<file path="src/sv/ipc_pkg.sv">
// shared types and constants for the inverter protection controller
package ipc_pkg;

  // controller mode, also the encoding seen on the mode output
  typedef enum logic [2:0] {
    MODE_INIT     = 3'd0,
    MODE_IDLE     = 3'd1,
    MODE_STARTING = 3'd2,
    MODE_RUNNING  = 3'd3,
    MODE_FAULT    = 3'd4
  } mode_t;

  // latched fault cause, lowest nonzero code wins
  typedef enum logic [2:0] {
    FLT_NONE      = 3'd0,
    FLT_UNDERVOLT = 3'd1,
    FLT_OVERVOLT  = 3'd2,
    FLT_OVERTEMP  = 3'd3,
    FLT_OVERCURR  = 3'd4
  } fault_t;

  // configuration register indexes
  localparam int unsigned CFG_IDX_BITS = 3;
  typedef logic [CFG_IDX_BITS-1:0] cfg_idx_t;
  localparam cfg_idx_t CFG_DC_MIN      = 3'd0;
  localparam cfg_idx_t CFG_DC_MAX      = 3'd1;
  localparam cfg_idx_t CFG_TEMP_MAX    = 3'd2;
  localparam cfg_idx_t CFG_CURRENT_MAX = 3'd3;
  localparam cfg_idx_t CFG_FAN_TEMP    = 3'd4;

  // limit values after reset, in raw counts
  localparam int unsigned DC_MIN_RESET      = 2400;
  localparam int unsigned DC_MAX_RESET      = 4000;
  localparam int unsigned TEMP_MAX_RESET    = 800;
  localparam int unsigned CURRENT_MAX_RESET = 1600;
  localparam int unsigned FAN_TEMP_RESET    = 500;

  // per-tick control from the pipeline to the core
  typedef struct packed {
    logic step;
  } core_ctrl_t;

endpackage

</file>
<file path="src/sv/inverter_protection_controller_top.sv">
// top level: input stage, output handshake, config file and protection core
// a beat waits in the input stage, then loads the core registers and out_valid
// throughput: one beat per cycle while out_ready is high, set by the single input stage feeding the core registers
// a waiting result stalls the input stage only when out_ready is low
// reset (rst_n low, synchronous): mode init, outputs cleared except the power product, limits to defaults
module inverter_protection_controller_top #(
  parameter int SAMPLE_BITS = 12,
  parameter int ENERGY_BITS = 48
) (
  input  logic                         clk,
  input  logic                         rst_n,
  // sample channel
  input  logic                         in_valid,
  output logic                         in_ready,
  input  logic [SAMPLE_BITS-1:0]       in_dc_voltage_sample,
  input  logic [SAMPLE_BITS-1:0]       in_dc_current_sample,
  input  logic [SAMPLE_BITS-1:0]       in_temperature_sample,
  // result channel
  output logic                         out_valid,
  input  logic                         out_ready,
  output logic [2:0]                   out_mode,
  output logic                         out_drive_enable,
  output logic                         out_fan_enable,
  output logic [2:0]                   out_latched_fault,
  output logic                         out_fault_event,
  output logic [SAMPLE_BITS-1:0]       out_fault_sample,
  output logic [31:0]                  out_fault_time,
  output logic [2*SAMPLE_BITS-1:0]     out_power_product,
  output logic [ENERGY_BITS-1:0]       out_energy_total,
  output logic [31:0]                  out_running_ticks,
  // configuration write channel
  input  logic                         cfg_valid,
  output logic                         cfg_ready,
  input  ipc_pkg::cfg_idx_t            cfg_index,
  input  logic [SAMPLE_BITS-1:0]       cfg_data
);

  localparam int PROD_BITS = 2 * SAMPLE_BITS;

  // input stage: samples plus their product, taken straight from the ports
  logic                    s1_valid_r, s1_valid_nxt;
  logic [SAMPLE_BITS-1:0]  s1_volt_r, s1_curr_r, s1_temp_r;
  logic [PROD_BITS-1:0]    s1_prod_r;
  logic                    out_valid_r, out_valid_nxt;

  logic                    in_fire;
  logic                    out_free;   // result register can be loaded this cycle
  ipc_pkg::core_ctrl_t     core_ctrl;

  logic [SAMPLE_BITS-1:0]  lim_dc_min, lim_dc_max, lim_temp_max, lim_curr_max, lim_fan_temp;
  ipc_pkg::mode_t          core_mode;
  ipc_pkg::fault_t         core_fault;

  assign out_free       = !out_valid_r || out_ready;
  assign in_ready       = !s1_valid_r || out_free;
  assign in_fire        = in_valid && in_ready;
  assign core_ctrl.step = s1_valid_r && out_free;

  // stage valid bookkeeping
  always_comb begin
    s1_valid_nxt = s1_valid_r;
    if (in_fire) s1_valid_nxt = 1'b1;
    else if (out_free) s1_valid_nxt = 1'b0;
    out_valid_nxt = out_valid_r;
    if (out_free) out_valid_nxt = s1_valid_r;
  end

  always_ff @(posedge clk) begin
    if (!rst_n) begin
      s1_valid_r  <= 1'b0;
      out_valid_r <= 1'b0;
    end else begin
      s1_valid_r  <= s1_valid_nxt;
      out_valid_r <= out_valid_nxt;
    end
  end

  // payload of the input stage, no reset needed
  always_ff @(posedge clk) begin
    if (in_fire) begin
      s1_volt_r <= in_dc_voltage_sample;
      s1_curr_r <= in_dc_current_sample;
      s1_temp_r <= in_temperature_sample;
      s1_prod_r <= PROD_BITS'(in_dc_voltage_sample) * PROD_BITS'(in_dc_current_sample);
    end
  end

  // config writes are always taken
  assign cfg_ready = 1'b1;

  ipc_cfg_regs #(
    .SAMPLE_BITS (SAMPLE_BITS)
  ) u_cfg (
    .clk         (clk),
    .rst_n       (rst_n),
    .wr_en       (cfg_valid && cfg_ready),
    .wr_index    (cfg_index),
    .wr_data     (cfg_data),
    .dc_min      (lim_dc_min),
    .dc_max      (lim_dc_max),
    .temp_max    (lim_temp_max),
    .curr_limit  (lim_curr_max),
    .fan_temp    (lim_fan_temp)
  );

  // core state doubles as the result register
  ipc_core #(
    .SAMPLE_BITS (SAMPLE_BITS),
    .ENERGY_BITS (ENERGY_BITS)
  ) u_core (
    .clk           (clk),
    .rst_n         (rst_n),
    .ctrl          (core_ctrl),
    .volt          (s1_volt_r),
    .curr          (s1_curr_r),
    .temp          (s1_temp_r),
    .product       (s1_prod_r),
    .dc_min        (lim_dc_min),
    .dc_max        (lim_dc_max),
    .temp_max      (lim_temp_max),
    .curr_limit    (lim_curr_max),
    .fan_temp      (lim_fan_temp),
    .mode          (core_mode),
    .drive_enable  (out_drive_enable),
    .fan_enable    (out_fan_enable),
    .fault_code    (core_fault),
    .fault_event   (out_fault_event),
    .fault_sample  (out_fault_sample),
    .fault_time    (out_fault_time),
    .power_product (out_power_product),
    .energy_total  (out_energy_total),
    .running_ticks (out_running_ticks)
  );

  assign out_valid         = out_valid_r;
  assign out_mode          = core_mode;
  assign out_latched_fault = core_fault;

`ifndef SYNTHESIS
  // a fault event only comes with the fault mode and a recorded cause
  a_event_in_fault: assert property (@(posedge clk) disable iff (!rst_n)
    out_valid && out_fault_event |->
      core_mode == ipc_pkg::MODE_FAULT && core_fault != ipc_pkg::FLT_NONE)
    else $error("fault event without fault mode or cause");

  // output stage never enabled once in fault
  a_no_drive_in_fault: assert property (@(posedge clk) disable iff (!rst_n)
    core_mode == ipc_pkg::MODE_FAULT |-> !out_drive_enable)
    else $error("drive enabled in fault mode");

  // first fault stays latched until reset
  a_fault_sticky: assert property (@(posedge clk) disable iff (!rst_n)
    core_fault != ipc_pkg::FLT_NONE |=>
      $stable(core_fault) && $stable(out_fault_sample) && $stable(out_fault_time))
    else $error("latched fault changed");

  // core advances only when a stage item moves into the result register
  a_step_loads_result: assert property (@(posedge clk) disable iff (!rst_n)
    core_ctrl.step |=> out_valid)
    else $error("core stepped without presenting a result");
`endif

endmodule

</file>
<file path="src/sv/ipc_cfg_regs.sv">
// configuration register file holding the protection limits
module ipc_cfg_regs #(
  parameter int SAMPLE_BITS = 12
) (
  input  logic                         clk,
  input  logic                         rst_n,
  input  logic                         wr_en,
  input  ipc_pkg::cfg_idx_t            wr_index,
  input  logic [SAMPLE_BITS-1:0]       wr_data,
  output logic [SAMPLE_BITS-1:0]       dc_min,
  output logic [SAMPLE_BITS-1:0]       dc_max,
  output logic [SAMPLE_BITS-1:0]       temp_max,
  output logic [SAMPLE_BITS-1:0]       curr_limit,
  output logic [SAMPLE_BITS-1:0]       fan_temp
);

  localparam logic [SAMPLE_BITS-1:0] DC_MIN_RST =
    SAMPLE_BITS'(ipc_pkg::DC_MIN_RESET);
  localparam logic [SAMPLE_BITS-1:0] DC_MAX_RST =
    SAMPLE_BITS'(ipc_pkg::DC_MAX_RESET);
  localparam logic [SAMPLE_BITS-1:0] TEMP_MAX_RST =
    SAMPLE_BITS'(ipc_pkg::TEMP_MAX_RESET);
  localparam logic [SAMPLE_BITS-1:0] CURRENT_MAX_RST =
    SAMPLE_BITS'(ipc_pkg::CURRENT_MAX_RESET);
  localparam logic [SAMPLE_BITS-1:0] FAN_TEMP_RST =
    SAMPLE_BITS'(ipc_pkg::FAN_TEMP_RESET);

  logic [SAMPLE_BITS-1:0] dc_min_r, dc_max_r, temp_max_r, curr_limit_r, fan_temp_r;

  always_ff @(posedge clk) begin
    if (!rst_n) begin
      dc_min_r     <= DC_MIN_RST;
      dc_max_r     <= DC_MAX_RST;
      temp_max_r   <= TEMP_MAX_RST;
      curr_limit_r <= CURRENT_MAX_RST;
      fan_temp_r   <= FAN_TEMP_RST;
    end else if (wr_en) begin
      unique case (wr_index)
        ipc_pkg::CFG_DC_MIN:      dc_min_r     <= wr_data;
        ipc_pkg::CFG_DC_MAX:      dc_max_r     <= wr_data;
        ipc_pkg::CFG_TEMP_MAX:    temp_max_r   <= wr_data;
        ipc_pkg::CFG_CURRENT_MAX: curr_limit_r <= wr_data;
        ipc_pkg::CFG_FAN_TEMP:    fan_temp_r   <= wr_data;
        default: ; // unmapped index, write dropped
      endcase
    end
  end

  assign dc_min     = dc_min_r;
  assign dc_max     = dc_max_r;
  assign temp_max   = temp_max_r;
  assign curr_limit = curr_limit_r;
  assign fan_temp   = fan_temp_r;

endmodule

</file>
<file path="src/sv/ipc_core.sv">
// mode sequencer, limit check, fault latch and energy accounting
module ipc_core #(
  parameter int SAMPLE_BITS = 12,
  parameter int ENERGY_BITS = 48
) (
  input  logic                         clk,
  input  logic                         rst_n,
  input  ipc_pkg::core_ctrl_t          ctrl,
  input  logic [SAMPLE_BITS-1:0]       volt,
  input  logic [SAMPLE_BITS-1:0]       curr,
  input  logic [SAMPLE_BITS-1:0]       temp,
  input  logic [2*SAMPLE_BITS-1:0]     product,
  input  logic [SAMPLE_BITS-1:0]       dc_min,
  input  logic [SAMPLE_BITS-1:0]       dc_max,
  input  logic [SAMPLE_BITS-1:0]       temp_max,
  input  logic [SAMPLE_BITS-1:0]       curr_limit,
  input  logic [SAMPLE_BITS-1:0]       fan_temp,
  output ipc_pkg::mode_t               mode,
  output logic                         drive_enable,
  output logic                         fan_enable,
  output ipc_pkg::fault_t              fault_code,
  output logic                         fault_event,
  output logic [SAMPLE_BITS-1:0]       fault_sample,
  output logic [31:0]                  fault_time,
  output logic [2*SAMPLE_BITS-1:0]     power_product,
  output logic [ENERGY_BITS-1:0]       energy_total,
  output logic [31:0]                  running_ticks
);

  localparam int PROD_BITS = 2 * SAMPLE_BITS;

  ipc_pkg::mode_t          mode_r, mode_nxt;
  logic                    enable_r, enable_nxt;
  logic                    fan_r, fan_nxt;
  ipc_pkg::fault_t         fcode_r, fcode_nxt;
  logic [SAMPLE_BITS-1:0]  fval_r, fval_nxt;
  logic [31:0]             ftick_r, ftick_nxt;
  logic                    event_r, event_nxt;
  logic [31:0]             tick_r;
  logic [ENERGY_BITS-1:0]  energy_r, energy_nxt;
  logic [31:0]             run_r, run_nxt;
  logic [PROD_BITS-1:0]    prod_r;

  ipc_pkg::fault_t         chk_code;
  logic [SAMPLE_BITS-1:0]  chk_val;
  logic [ENERGY_BITS:0]    esum;

  // prioritized strict-limit check
  always_comb begin
    chk_code = ipc_pkg::FLT_NONE;
    chk_val  = '0;
    if (volt < dc_min) begin
      chk_code = ipc_pkg::FLT_UNDERVOLT;
      chk_val  = volt;
    end else if (volt > dc_max) begin
      chk_code = ipc_pkg::FLT_OVERVOLT;
      chk_val  = volt;
    end else if (temp > temp_max) begin
      chk_code = ipc_pkg::FLT_OVERTEMP;
      chk_val  = temp;
    end else if (curr > curr_limit) begin
      chk_code = ipc_pkg::FLT_OVERCURR;
      chk_val  = curr;
    end
  end

  assign esum = {1'b0, energy_r} + (ENERGY_BITS+1)'(product);

  always_comb begin
    mode_nxt   = mode_r;
    enable_nxt = enable_r;
    fan_nxt    = fan_r | (temp > fan_temp);
    fcode_nxt  = fcode_r;
    fval_nxt   = fval_r;
    ftick_nxt  = ftick_r;
    event_nxt  = 1'b0;
    energy_nxt = energy_r;
    run_nxt    = run_r;

    unique case (mode_r) inside
      ipc_pkg::MODE_INIT: begin
        enable_nxt = 1'b0;
        fan_nxt    = 1'b0;
        mode_nxt   = ipc_pkg::MODE_IDLE;
      end
      ipc_pkg::MODE_IDLE: begin
        if (volt > dc_min) mode_nxt = ipc_pkg::MODE_STARTING;
      end
      ipc_pkg::MODE_STARTING, ipc_pkg::MODE_RUNNING: begin
        if (mode_r == ipc_pkg::MODE_STARTING) begin
          fan_nxt    = 1'b1;
          enable_nxt = 1'b1;
        end else begin
          energy_nxt = esum[ENERGY_BITS] ? '1 : esum[ENERGY_BITS-1:0];
          run_nxt    = run_r + 32'd1;
        end
        if (chk_code != ipc_pkg::FLT_NONE) begin
          mode_nxt   = ipc_pkg::MODE_FAULT;
          enable_nxt = 1'b0;
          if (fcode_r == ipc_pkg::FLT_NONE) begin
            fcode_nxt = chk_code;
            fval_nxt  = chk_val;
            ftick_nxt = tick_r;
            event_nxt = 1'b1;
          end
        end else begin
          mode_nxt = ipc_pkg::MODE_RUNNING;
        end
      end
      default: begin
        mode_nxt   = ipc_pkg::MODE_FAULT;
        enable_nxt = 1'b0;
      end
    endcase
  end

  always_ff @(posedge clk) begin
    if (!rst_n) begin
      mode_r   <= ipc_pkg::MODE_INIT;
      enable_r <= 1'b0;
      fan_r    <= 1'b0;
      fcode_r  <= ipc_pkg::FLT_NONE;
      fval_r   <= '0;
      ftick_r  <= '0;
      event_r  <= 1'b0;
      tick_r   <= '0;
      energy_r <= '0;
      run_r    <= '0;
    end else if (ctrl.step) begin
      mode_r   <= mode_nxt;
      enable_r <= enable_nxt;
      fan_r    <= fan_nxt;
      fcode_r  <= fcode_nxt;
      fval_r   <= fval_nxt;
      ftick_r  <= ftick_nxt;
      event_r  <= event_nxt;
      tick_r   <= tick_r + 32'd1;
      energy_r <= energy_nxt;
      run_r    <= run_nxt;
    end
  end

  always_ff @(posedge clk) begin
    if (ctrl.step) prod_r <= product;
  end

  assign mode          = mode_r;
  assign drive_enable  = enable_r;
  assign fan_enable    = fan_r;
  assign fault_code    = fcode_r;
  assign fault_event   = event_r;
  assign fault_sample  = fval_r;
  assign fault_time    = ftick_r;
  assign power_product = prod_r;
  assign energy_total  = energy_r;
  assign running_ticks = run_r;

endmodule
</file>
<file path="config.mk">
export PLATFORM = sky130hd
export DESIGN_NAME = inverter_protection_controller_top
export DESIGN_NICKNAME = d
export VERILOG_FILES = /design/src/sv/ipc_pkg.sv /design/src/sv/inverter_protection_controller_top.sv /design/src/sv/ipc_cfg_regs.sv /design/src/sv/ipc_core.sv
export SDC_FILE = /design/constraint.sdc
export NUM_CORES = 1
export LEC_CHECK = 0
export BUFFER_PORTS_ARGS = -buffer_cell sky130_fd_sc_hd__buf_2
export CORE_MARGIN = 2
export CORE_UTILIZATION = 40
export DETAILED_ROUTE_END_ITERATION = 7
export PLACE_DENSITY = 0.58
export SLEW_MARGIN = 20
export SYNTH_ARGS = -nofsm -noshare
export SYNTH_HDL_FRONTEND = slang
export SYNTH_SLANG_ARGS = --single-unit
</file>
<file path="constraint.sdc">
create_clock -name clk -period 8.5 [get_ports clk]
set_input_delay 0.425 -clock clk [delete_from_list [all_inputs] [get_ports clk]]
set_output_delay 0.425 -clock clk [all_outputs]
set_load 0.02 [all_outputs]
</file>
==> impl_metrics.tcl, run 1 <==
set metrics [dict create \
    static-leakage-power_nw 9.56 \
    clock_sinks 311 \
    ctsRootBufferMaster "clkbuf_16" \
    ant_nets 0 \
    worstPathMaxFanout 13 \
    floorplan.initialDensity 0.407 \
    syn_to_final_growth_pct 14.4 \
    first_global_vias 14400 \
    power_mw 5.12 \
    fmax_ghz 0.183 \
    design.die.area_mm2 0.0492 \
    timing.rr.end "u_core.fault_time[23]" \
    clock_latency_ns 0.55 \
    drt_pass1_iterations 6 \
    final-hold-violation-count 0 \
    finalWorstSetupSlack_ns 3.03 \
    dp_hpwl_um 37000 \
    synth_enable_flop_cells 84 \
    worstHoldPathType "in2reg" \
    final_nets 2546 \
    crit_path_cell_trace "buf_2 -> nand2_1 -> fa_1 -> fa_1 -> inv_1 -> fa_1 -> fa_1 -> inv_1 -> fa_1 -> inv_1 -> ha_1 -> o21ai_0 -> a21oi_1 -> o41ai_1 -> o22ai_1 -> o41a_1 -> a211oi_1 -> a21oi_1 -> xnor2_1" \
    cts-htree-levels 2 \
    crit_path_start "in_dc_voltage_sample[0]" \
    cp.arrival_ns 5.76 \
    floorplan.die.width_um 222 \
    postSynth.asyncResetShare 0 \
    ir_worst_vdd_mv 0.192 \
    critPathSlowestCell "fa_1" \
    wirelength_um 49600 \
    reg2reg_setup_slack_ns 4.88 \
    dpl.cell_count 2809 \
    drc 0 \
    grt_overflow 0 \
    path_common_cell "fa_1" \
    slowest_delay_ns 0.54 \
    synth_area_per_cell_um2 9.19 \
    clk_transition_reported_paths_ns 0.06 \
    synth_warnings 0 \
    run_status "completed" \
    seq_area_frac_synth 0.372 \
    tritoncts "built" \
    routabilityCongestion 0.879 \
    maxSlewViolCount 0 \
    reg2regPathDepth 9 \
    skew_ns 0.0181 \
    post_cts_hold_buffer_count 0 \
    worst-slew-pin-transition_ns 1.04 \
    power_density_mw_per_mm2 236 \
    stdcell_count 2877 \
    cts_inserted_buffers 37 \
    portBuffers 214 \
    synth_area_mm2 0.0190 \
    die_y_um 222 \
    detail_route.wl_per_cell_um 17.2 \
    fin_crit_ns 5.47 \
    tns_ns 0 \
    postCtsResizedCells 0 \
    globalRouteTotalUtil 0.197 \
    grt_start_max_net_pins 94 \
    post_route_cells_drive_above_1_share 0.140 \
    post_dp_cell_area_mm2 0.0205 \
    initialDrtViolationCount 937 \
    netlist_instances 2066 \
    synth_ff_type "dfxtp_1" \
    clockBufferDepth 3 \
    hold_path_startpoint "in_temperature_sample[7]" \
    synth.distinct_cells 93 \
    cts_setup_buffers 0 \
    antenna_found_initial 0 \
    setup.worst_path.class "in2reg" \
    ys_seq_elements 311 \
    startpoint_class "primary input" \
    boundary_pin_count 216 \
    drv.max_cap_violation_count 0 \
    worst_setup_path_end_kind "flip-flop" \
    preCtsSetupSlack_ns 2.45 \
    setup_repair_after_global_routing_missed_its_margin "no" \
    core_rows 79 \
    timing.final.crit_share 0.644 \
    design_area_mm2 0.0217 \
    routed_vias 15200 \
    synth.net_count 2371 \
    crit_path_end "s1_prod_r[23]" \
    worst_endpoint_required_time_ns 8.78 \
    core-area_mm2 0.0467 \
    vias_per_cell 5.27 \
    global_route_wire_length_before_repair_um 78000 \
    crit-reg2reg-launch "s1_volt_r[11]" \
    max_slew_margin 0.305 \
    setup-violations-final 0 \
]
[synthesized netlist by cell type, types with 11 or more instances]
cell / n / share of area
o21ai_0: 68 / 0.018
ha_1: 148 / 0.098
and3_1: 36 / 0.012
nor2_1: 96 / 0.019
or3_1: 19 / 0.0063
xor2_1: 37 / 0.017
nand3_1: 39 / 0.010
clkbuf_1: 69 / 0.014
nor3_1: 17 / 0.0045
inv_1: 219 / 0.043
nor2b_1: 15 / 0.0049
nand4_1: 26 / 0.0086
and2_1: 78 / 0.026
dfxtp_1: 227 / 0.24
a21o_1: 27 / 0.011
o21a_1: 19 / 0.0075
a211oi_1: 13 / 0.0051
edfxtp_1: 84 / 0.13
a21oi_1: 170 / 0.045
o211ai_1: 27 / 0.011
and4_1: 14 / 0.0065
nand2_1: 317 / 0.063
buf_2: 11 / 0.0029
fa_1: 101 / 0.11
xnor2_1: 41 / 0.019
[per-layer routing]
| layer | vias up | share of wire | GRT usage |
|---|---|---|---|
| li1 | 7402 | - | - |
| met1 | 7345 | 0.47 | 0.273 |
| met2 | 359 | 0.46 | 0.322 |
| met3 | 64 | 0.046 | 0.0294 |
| met4 | 0 | 0.019 | 0.0527 |
| met5 | - | 0 | 0 |
[worst min path at each step]
stage / cells past startpoint / endpoint
after floorplan: 0 / u_core.power_product[0]
after global placement: 2 / u_core.fault_event
after detailed placement: 2 / u_core.fault_event
after CTS: 1 / s1_temp_r[5]
after global routing: 1 / s1_temp_r[1]
final: 1 / s1_temp_r[7]
[flip-flops by register name, indices dropped and copies added, names as in the netlist, 12 cells and up]
name                  cells
s1_curr_r                12
s1_prod_r                24
s1_temp_r                12
s1_volt_r                12
u_cfg.curr_limit         12
u_cfg.dc_max             12
u_cfg.dc_min             12
u_cfg.fan_temp           12
u_cfg.temp_max           12
u_core.energy_total      48
u_core.fault_sample      12
u_core.fault_time        32
u_core.power_product     24
u_core.running_ticks     32
u_core.tick_r            32
[layout by cell type, fill, tap and decap left out, types with 4 or more instances in the layout]
| master | count |
|---|---|
| a221oi_1 | 6 |
| a31oi_1 | 10 |
| and4_1 | 14 |
| o31ai_1 | 8 |
| edfxtp_1 | 84 |
| a211oi_1 | 13 |
| nand4_1 | 26 |
| xnor2_1 | 41 |
| a222oi_1 | 9 |
| nor2_1 | 96 |
| o21a_1 | 19 |
| o21bai_1 | 4 |
| nand3_1 | 39 |
| buf_2 | 214 |
| ha_1 | 148 |
| a21o_1 | 27 |
| inv_1 | 218 |
| o21ai_0 | 68 |
| nand2b_1 | 5 |
| nor2b_1 | 15 |
| buf_4 | 10 |
| and2_1 | 77 |
| o21ai_1 | 5 |
| dfxtp_1 | 227 |
| xor2_1 | 37 |
| o211ai_1 | 27 |
| a21oi_1 | 170 |
| clkbuf_1 | 14 |
| clkbuf_16 | 39 |
| fa_1 | 101 |
| nand2_1 | 317 |
| or3_1 | 19 |
| o221a_2 | 4 |
| and3_1 | 36 |
| nor3_1 | 17 |
[cells by family after synthesis]
group | Yosys count | share of synthesized area
simple gates | 693 | 0.178
mux | 3 | 0.00158
compound gates | 423 | 0.145
buf+inv | 308 | 0.0633
xor+xnor | 78 | 0.0360
flops | 311 | 0.372
other cells | 1 | 0.000198
fa+ha+maj | 249 | 0.204
[critical path: cells and delay by family]
| family | cells | cell delay [ns] |
|---|---|---|
| buffers and inverters | 4 | 0.41 |
| adders and majority gates | 6 | 2.99 |
| AOI/OAI and AO/OA | 7 | 1.61 |
| and+or+nand+nor | 1 | 0.15 |
| xor gates and xnor gates | 1 | 0.15 |
[cell type report]
class	count	area [um2]
fillers	4509	24900
well taps	607	759
inverters	220	828
clock inverters	11	124
clock buffers	56	1070
diodes	1	2.50
repair buffers	224	1150
multi-input cells	1447	10700
flip-flops and latches	311	7070
[stage by stage]
| stage | hold WS [ns] | utilization |
|---|---|---|
| 5_1_grt | 0.0147 | 0.466 |
| 6_report | 0.0392 | 0.466 |
| 3_5_place_dp | 0.446 | 0.440 |
| 3_3_place_gp | 0.439 | 0.440 |
| 2_1_floorplan | 0.431 | - |
| 4_1_cts | 0.00667 | 0.465 |
[power breakdown]
group	switching [mW]	leakage [nW]	internal (mW)
combinational	1.03	6.33	0.748
clock	0.651	0.579	0.912
sequential	0.0752	2.65	1.70
(Power assumes the default switching activity.)
==> run 2: changes to the inputs <==
--- a/config.mk
+++ b/config.mk
@@ -5,11 +5,12 @@
 export SDC_FILE = /design/constraint.sdc
 export NUM_CORES = 1
 export LEC_CHECK = 0
+export ABC_AREA = 1
 export BUFFER_PORTS_ARGS = -buffer_cell sky130_fd_sc_hd__buf_2
 export CORE_MARGIN = 2
 export CORE_UTILIZATION = 40
 export DETAILED_ROUTE_END_ITERATION = 7
-export PLACE_DENSITY = 0.58
+export PLACE_DENSITY = 0.6
 export SLEW_MARGIN = 20
 export SYNTH_ARGS = -nofsm -noshare
 export SYNTH_HDL_FRONTEND = slang
==> constraint.sdc (replaced) <==
create_clock -name clk -period 5 [get_ports clk]
set_input_delay 0.25 -clock clk [delete_from_list [all_inputs] [get_ports clk]]
set_output_delay 0.25 -clock clk [all_outputs]
set_load 0.02 [all_outputs]
==> run 2 against run 1 <==
Net effect:
- synthesized cell count rose by 33%
- via count rose by 21%
- synthesized area rose by 10%
- sequential share of layout area fell by 3.3 points
- hold slack got worse by 0.0024 ns
- cell count rose by 28%
- clock power rose by 77%
- core utilization rose by 0.42 points
- global-route usage rose by 1.6 points
- clock skew rose by 0.0043 ns
- critical endpoint unchanged
- largest cell class unchanged
==> impl_metrics.tcl, run 2 <==
set metrics [dict create \
    detail_route.wl_per_cell_um 15.8 \
    ir_worst_vdd_mv 0.386 \
    startpoint_class "primary input" \
    synthMostInstantiatedCell "nand2_1" \
    min_path_cells 3 \
    setup.worst_path.class "in2reg" \
    top_library_cells_by_usage_in_the_layout_fill_and_taps_aside "655 x nand2_1, 490 x inv_1, 227 x dfxtp_1, 212 x buf_2, 207 x nor2_1" \
    dp_hpwl_um 44600 \
    routed_vias 18400 \
    clock_sinks 311 \
    slowest_delay_ns 0.55 \
    vias_per_cell 5.00 \
    run_status "completed" \
    library_cell_with_the_largest_summed_area_after_synthesis "dfxtp_1" \
    timing.critical_path.buf_inv 5 \
    layout.cells.most_common "nand2_1" \
    hold_ws_ns 0.0368 \
    worst-slew-pin-transition_ns 0.859 \
    fmax_ghz 0.209 \
    drv.max_cap_violation_count 0 \
    maxSlewViolCount 0 \
    cp.arrival_ns 5.08 \
    preCtsSetupSlack_ns 0.0437 \
    synth_area_per_cell_um2 7.63 \
    synth_area_mm2 0.0209 \
    post_route_cells_drive_above_1_share 0.126 \
    fin_crit_ns 4.79 \
    finalWorstSetupSlack_ns 0.213 \
    syn_to_final_growth_pct 15.6 \
    path_common_cell "fa_1" \
    synth.area.top_cells "dfxtp_1 22%, edfxtp_1 12%, nand2_1 12%" \
    synthTopCellsByCount "655 x nand2_1, 492 x inv_1, 227 x dfxtp_1" \
    design.die.area_mm2 0.0542 \
    ctsRootBufferMaster "clkbuf_16" \
    worst_setup_path_end_kind "flip-flop" \
    floorplan.initialDensity 0.406 \
    boundary_pin_count 216 \
    post-route-util 0.470 \
    filler_cell_count 5263 \
    clock_latency_ns 0.56 \
    portBuffers 214 \
    synth_top_area_frac 0.217 \
    crit_path_cell_trace "dlygate4sd3_1 -> clkbuf_4 -> nand2_1 -> inv_1 -> fa_1 -> fa_1 -> fa_1 -> fa_1 -> inv_1 -> fa_1 -> inv_1 -> ha_1 -> a21oi_2 -> o21ai_0 -> a21o_1 -> nand2_1 -> o2111ai_1 -> xnor2_1" \
    clk_transition_reported_paths_ns 0.06 \
    final_nets 3270 \
    stdcell_count 3675 \
    cp_top_family "adder cells" \
    first_global_vias 17700 \
    drt_pass1_iterations 8 \
    wirelength_um 58200 \
    tns_ns 0 \
    core_rows 83 \
    synth.net_count 3050 \
    ys_seq_elements 311 \
    critPathSlowestCell "fa_1" \
    ant_nets 0 \
    reg2regPathDepth 12 \
    max_slew_margin 0.428 \
    synth_warnings 0 \
    tritoncts "built" \
    power_density_mw_per_mm2 392 \
    worst_endpoint_required_time_ns 5.29 \
    die_y_um 233 \
    synth_enable_flop_cells 84 \
    grt_overflow 0 \
    postSynth.asyncResetShare 0 \
    min_delay_worst_endpoint "u_cfg.dc_min[8]" \
    synth.distinct_cells 53 \
    dpl.cell_count 3585 \
    cts-htree-levels 2 \
    worstHoldPathType "in2reg" \
    synth_ff_type "dfxtp_1" \
    antenna_found_initial 2 \
    seq_area_frac_synth 0.338 \
    final-hold-violation-count 0 \
    worstPathMaxFanout 9 \
    crit-reg2reg-launch "s1_volt_r[11]" \
    skew_ns 0.0224 \
    reg2reg_setup_slack_ns 1.53 \
    floorplan.die.width_um 233 \
    globalRouteTotalUtil 0.214 \
    timing.rr.end "u_core.fault_sample[6]" \
    cts_inserted_buffers 37 \
    core-area_mm2 0.0515 \
    largest_register_ff_count 48 \
    drc 0 \
    grt_start_max_net_pins 84 \
    timing.final.crit_share 0.957 \
    routabilityCongestion 0.910 \
    setup_repair_after_global_routing_missed_its_margin "no" \
    netlist_instances 2745 \
    hold_path_startpoint "cfg_data[8]" \
    clockBufferDepth 3 \
    static-leakage-power_nw 11.8 \
    global_route_wire_length_before_repair_um 92600 \
    initialDrtViolationCount 1053 \
    setup-violations-final 0 \
]
[run 2: cell count changes in the layout (fill, tap and decap cells not counted), moves of 27 or more]
cell | previous run | this run
o21ai_0 | 68 | 110
nand4_1 | 26 | 77
a21oi_1 | 170 | 197
and2_1 | 77 | 2
inv_1 | 218 | 490
nand3_1 | 39 | 104
and3_1 | 36 | 1
nand2_1 | 317 | 655
nor2_1 | 96 | 207
buf_4 | 10 | 37
[run 2: per-layer routing]
layer	routed length [um]	vias up	global-route usage
li1	-	9185	-
met1	27200	8691	0.296
met2	26800	425	0.351
met3	3040	79	0.0293
met4	1210	0	0.0535
met5	0	-	0
[run 2: cell families after synthesis]
group | count (synthesis) | share of synthesized area
DFF | 311 | 0.338
xor gates and xnor gates | 60 | 0.0251
buffers and inverters | 588 | 0.110
other | 1 | 0.000179
and+or+nand+nor | 1154 | 0.242
AOI/OAI and AO/OA | 382 | 0.0997
adders and majority gates | 249 | 0.185
[run 2: through the flow]
step / total power, mW / instance area [um2]
floorplan: 5.60 / 20900
global placement: 6.58 / 22700
detailed placement: 6.59 / 22700
CTS: 9.42 / 24100
global route: 10.2 / 24200
finish: 9.48 / 24200
[run 2: layout make-up]
cell class	instances	area (um2)	area share
clock buffers	56	1070	0.0442
flip-flops and latches	311	7070	0.292
multi-input cells	1846	11600	0.480
clock inverters	12	166	0.00688
diodes	1	2.50	0.000103
inverters	499	1880	0.0775
repair buffers	270	1550	0.0639
well taps	680	851	0.0352
[run 2: where the power goes]
| part | total (mW) | leakage, nW | switching [mW] | internal [mW] |
|---|---|---|---|---|
| registers | 3.03 | 2.65 | 0.123 | 2.91 |
| clock network | 2.76 | 0.600 | 1.11 | 1.65 |
| logic | 3.69 | 8.50 | 2.32 | 1.37 |
| total | 9.48 | 11.8 | 3.56 | 5.92 |
[run 2: worst max path at each step]
stage,start,endpoint,slack (ns),depth (start not counted)
after floorplan,in_dc_current_sample[11],s1_prod_r[16],0.21,17
after global placement,in_dc_current_sample[5],s1_prod_r[15],0.07,18
after detailed placement,in_dc_current_sample[5],s1_prod_r[17],0.04,21
after CTS,in_dc_current_sample[8],s1_prod_r[16],0.11,20
after global routing,in_dc_current_sample[8],s1_prod_r[21],0.007,19
final,in_dc_current_sample[11],s1_prod_r[23],0.21,18
[run 2: what timing repair did]
action	CTS	global route
setup buffers	0	1
hold endpoints to repair	23	0
hold buffers	20	0
resized for setup	0	13
setup endpoints to repair	0	8
[run 2: worst reg2reg max path, delay by kind of cell (launching register included)]
kind | cells | cell delay, ns
AO/OA/AOI/OAI | 2 | 0.20
adder cells (fa/ha/maj) | 1 | 0.36
buffers and inverters | 1 | 0.37
flip-flops | 1 | 0.50
AND/OR/NAND/NOR | 8 | 1.91
